$ cat src/rtl/lob_pkg.sv
// shared constants, codes and types of the order book engine
`default_nettype none
package lob_pkg;
   localparam int ORDER_SLOTS = 1024;
   localparam int LEVEL_SLOTS = 256;
   localparam int OIDX_W = $clog2(ORDER_SLOTS);
   localparam int LIDX_W = $clog2(LEVEL_SLOTS);
   localparam int CNT_W = $clog2(ORDER_SLOTS + 1);
   localparam int SCAN_N = (ORDER_SLOTS > LEVEL_SLOTS) ? ORDER_SLOTS : LEVEL_SLOTS;
   localparam int SCAN_W = $clog2(SCAN_N + 1);
   localparam int FLAG_W = 2;
   localparam int FLAG_VALID = 0;
   localparam int FLAG_SELL = 1;
   localparam int REQ_DATA_W = 200;
   localparam int RSP_DATA_W = 168;

   typedef enum logic [1:0] {
      ACT_ADD     = 2'd0,
      ACT_REDUCE  = 2'd1,
      ACT_DELETE  = 2'd2,
      ACT_REPLACE = 2'd3
   } act_type;

   typedef enum logic [1:0] {
      ST_OK        = 2'd0,
      ST_NOT_FOUND = 2'd1,
      ST_DUPLICATE = 2'd2,
      ST_FULL      = 2'd3
   } status_type;

   typedef struct packed {
      act_type     action;
      logic        place;
      logic [63:0] order_ref;
      logic [63:0] new_ref;
      logic        side;
      logic [31:0] share_count;
      logic [31:0] limit_price;
   } item_type;
endpackage
`default_nettype wire

$ cat src/rtl/lob_front.sv
// input side: unpacks and classifies words into a two-entry queue
`default_nettype none
module lob_front (
   input  wire logic                              clock,
   input  wire logic                              reset,
   input  wire logic                              req_tvalid,
   output logic                                   req_tready,
   input  wire logic [lob_pkg::REQ_DATA_W-1:0]    req_tdata,
   input  wire logic [1:0]                        req_tuser,
   input  wire logic                              clearing,
   output logic                                   item_valid,
   input  wire logic                              item_ready,
   output lob_pkg::item_type                      item
);
   lob_pkg::item_type q_ff [2];
   logic wr_ptr_ff, wr_ptr_in;
   logic rd_ptr_ff, rd_ptr_in;
   logic [1:0] fill_ff, fill_in;
   logic push, pop;
   lob_pkg::item_type word;

   always_comb begin
      word.action      = lob_pkg::act_type'(req_tuser);
      word.place       = (lob_pkg::act_type'(req_tuser) == lob_pkg::ACT_ADD);
      word.order_ref   = req_tdata[63:0];
      word.new_ref     = req_tdata[127:64];
      word.side        = req_tdata[128];
      word.share_count = req_tdata[160:129];
      word.limit_price = req_tdata[192:161];
   end

   assign req_tready = (fill_ff != 2'd2) && !clearing;
   assign item_valid = (fill_ff != 2'd0);
   assign item = q_ff[rd_ptr_ff];
   assign push = req_tvalid && req_tready;
   assign pop = item_valid && item_ready;

   always_comb begin
      wr_ptr_in = push ? ~wr_ptr_ff : wr_ptr_ff;
      rd_ptr_in = pop ? ~rd_ptr_ff : rd_ptr_ff;
      fill_in = fill_ff;
      if (push && !pop) begin
         fill_in = fill_ff + 2'd1;
      end else if (pop && !push) begin
         fill_in = fill_ff - 2'd1;
      end
   end

   always_ff @(posedge clock) begin
      if (push) begin
         q_ff[wr_ptr_ff] <= word;
      end
      if (reset) begin
         wr_ptr_ff <= 1'b0;
         rd_ptr_ff <= 1'b0;
         fill_ff <= 2'd0;
      end else begin
         wr_ptr_ff <= wr_ptr_in;
         rd_ptr_ff <= rd_ptr_in;
         fill_ff <= fill_in;
      end
   end
endmodule
`default_nettype wire

$ cat config.mk
export PLATFORM = sky130hd
export DESIGN_NAME = lob_front
export DESIGN_NICKNAME = d
export VERILOG_FILES = /design/src/rtl/lob_pkg.sv /design/src/rtl/lob_front.sv
export SDC_FILE = /design/constraint.sdc
export NUM_CORES = 1
export LEC_CHECK = 0
export ABC_AREA = 1
export BUFFER_PORTS_ARGS = -buffer_cell sky130_fd_sc_hd__buf_2
export CAP_MARGIN = 20
export CORE_MARGIN = 3
export CORE_UTILIZATION = 47
export DETAILED_ROUTE_END_ITERATION = 16
export PLACE_DENSITY = 0.76
export SLEW_MARGIN = 25
export SYNTH_ARGS = -nofsm -noshare
export SYNTH_HDL_FRONTEND = slang
export SYNTH_SLANG_ARGS = --single-unit
$ cat constraint.sdc
create_clock -name clock -period 9.1 [get_ports clock]
set_clock_uncertainty 0.2 [all_clocks]
set_input_delay 0.455 -clock clock [delete_from_list [all_inputs] [get_ports clock]]
set_output_delay 0.455 -clock clock [all_outputs]
set_load 0.03 [all_outputs]
==> results.yml <==
detailed_routing:
  top_layer_used: "met4"
  met3_length_um: 2866
  wl_per_cell_um: 20.11
  routed_wl_um: 34180
  drt_iter0_markers: 474
  drt-met1-wl_um: 11990
  route.met2.wl_um: 18090
  drc: 0
  vias: 8373
  dr.pass1.iters: 4
  vias_per_cell: 4.925
  drtAntennaViolNets: 0
worst_setup_path:
  crit_path_start_kind: "flip-flop"
  end_kind: "output port"
  crit_required_ns: 8.45
  crit_arrival_ns: 3.51
  critPathKind: "flip-flop to output port"
  worstPathMaxFanout: 58
global_route:
  grtUsageTotal_pct: 19.45
  antenna_found_initial: 2
  grt_max_degree: 178
  grt_pass1_wl_um: 51370
  grt_pass1_vias: 9247
  grt_remaining_overflow: 0
placement:
  gp_congestion: 0.7341
  postPlaceCellArea_um2: 17310
  dpl.hpwl_um: 19370
  pre_cts_ws_ns: 5.450
  numPortBuffers: 397
flow_run:
  maxCapViolCount: 0
clocking:
  clk_pin_slew_ns: 0.06
  cts.sinks: 397
  cts-root-buf: "clkbuf_16"
  cts_htree_levels: 2
  clock_path_buffers: 3
  cts_tree: "yes"
  postCtsSetupRepairBufs: 0
  cts_made_buffers: 42
  clk_latency_ns: 0.52
floorplan:
  io_pins: 405
  coreArea_um2: 30990
  die_y_um: 184.5
  start_util_pct: 48.33
  std_cell_rows: 64
  die_x_um: 184.5
  dieArea_um2: 34050
synth:
  synth_area_leaders: "edfxtp_1 79%, mux2_4 14%, mux2_2 4.2%, buf_6 1.3%, dfxtp_1 0.67%"
  synthCells: 651
  synth_nets: 859
  ys_warn_count: 0
  avgSynthCellArea_um2: 23.01
  synth_edf_count: 392
  synth.most_common_cell: "edfxtp_1"
  synth_seq_cells: 397
  ys_top_cells_by_count: "392 x edfxtp_1, 140 x mux2_4, 56 x mux2_2"
  yosysSeqAreaShare_pct: 79.26
  dominantRegCellSynth: "edfxtp_1"
  yosysTopAreaCell: "edfxtp_1"
  synth_top_area_share_pct: 78.59
  synth_area_um2: 14980
  synth.distinct_cells: 14
  async_reset_ff_share_pct: 0
hold_path:
  hp-class: "primary input to flip-flop"
timing:
  fin_tns_setup_ns: 0
  tightest_slew_ns: 1.125
  finalMaxSlewViolations: 0
  period_needed_ns: 4.166
  slew_headroom_pct: 24.98
  setup-violations-final: 0
  rsz0062_at_grt: "false"
  fmax_mhz: 240.0
  setup_slack_ns: 4.934
  fin_crit_sh_pct: 45.79
  hold_viol: 0
  whs_ns: 0.03977
final_layout:
  drive_gt1_share_pct: 50.92
  nets: 1479
  fin_util_pct: 66.91
  design_area_um2: 20730
  fillers: 1946
  syn_to_final_growth_pct: 38.43
power:
  max-vdd-ir-drop_mv: 0.2110
  leakage_nw: 8.066
  cellPowerDensity_nw_per_um2: 241.7
run_status:
  status: "finished clean"
## cells in the final DEF, fill, tap and decap left out, types with 4 or more instances in the layout
| cell | Yosys | layout |
|---|---|---|
| buf_2 | 5 | 397 |
| edfxtp_1 | 392 | 392 |
| dlygate4sd3_1 | 0 | 196 |
| mux2_4 | 140 | 140 |
| mux2_2 | 56 | 56 |
| clkbuf_16 | 0 | 45 |
| nand2_1 | 10 | 10 |
| inv_1 | 10 | 9 |
| clkinv_1 | 0 | 7 |
| bufinv_16 | 0 | 7 |
| clkbuf_1 | 0 | 6 |
| nor2_1 | 6 | 5 |
| clkinv_2 | 0 | 5 |
| dfxtp_1 | 5 | 4 |
## registers in the layout, summed over array words and instances, names as in the netlist, named ones only
| signal | flops |
|---|---|
| q_ff | 392 |
| fill_ff | 2 |
| wr_ptr_ff | 1 |
| rd_ptr_ff | 1 |
## final cells by class
class | count | area (um^2) | share of cell area (%)
Inverter | 10 | 45.04 | 0.2172
Timing Repair Buffer | 598 | 4003 | 19.30
Sequential cell | 397 | 11880 | 57.27
Multi-Input combinational cell | 222 | 2860 | 13.79
Antenna cell | 2 | 5.005 | 0.02414
Clock inverter | 24 | 302.8 | 1.460
Tap cell | 396 | 495.5 | 2.390
Clock buffer | 51 | 1149 | 5.539
## report_power, final
group | switching [mW] | leakage [nW] | internal (mW)
Sequential | 0.0511 | 3.63 | 2.13
Clock | 0.682 | 0.705 | 1.10
Combinational | 0.616 | 3.73 | 0.430
Total | 1.35 | 8.07 | 3.66
## timing repair
item	4_1_cts	5_1_grt
resized for setup	0	0
endpoints found under the hold margin	392	0
hold buffers	196	0
setup endpoints to repair	0	0
## per-stage QoR
step | instances | total power [mW]
floorplan | 651 | 2.959
global placement | 1427 | 3.177
detailed placement | 1427 | 3.194
CTS | 1698 | 5.034
global route | 1700 | 5.188
finish | 1700 | 5.012
## worst max-delay path, cell delays in order (launching register included)
cell and delay, ns:
dfxtp_4 0.94, buf_4 0.58, buf_4 0.83, mux2_4 0.36, buf_2 0.18
## per-layer routing
metal  track usage, %  vias up
met1            21.52     4103
met5                0        -
met3            5.763       83
met4            7.469        0
li1                 -     3822
met2            35.28      365
## kinds of logic after synthesis
group	after synthesis	synth area share [%]
AO/OA/AOI/OAI	4	0.1336
flip-flops	397	79.26
buffers and inverters	32	1.696
adder cells (fa/ha/maj)	1	0.08352
AND/OR/NAND/NOR	21	0.5847
multiplexers	196	18.24
## final timing paths
path                   start      endpoint  slack [ns]  cells after the start
setup / recovery   flip-flop      item[72]        4.93                      4
hold reg to reg    rd_ptr_ff     flip-flop        0.31                      2
hold / removal    item_ready     flip-flop        0.04                      3
setup reg to reg  fill_ff[0]  q_ff[1][158]        5.91                      5
(Power assumes the default switching activity.)
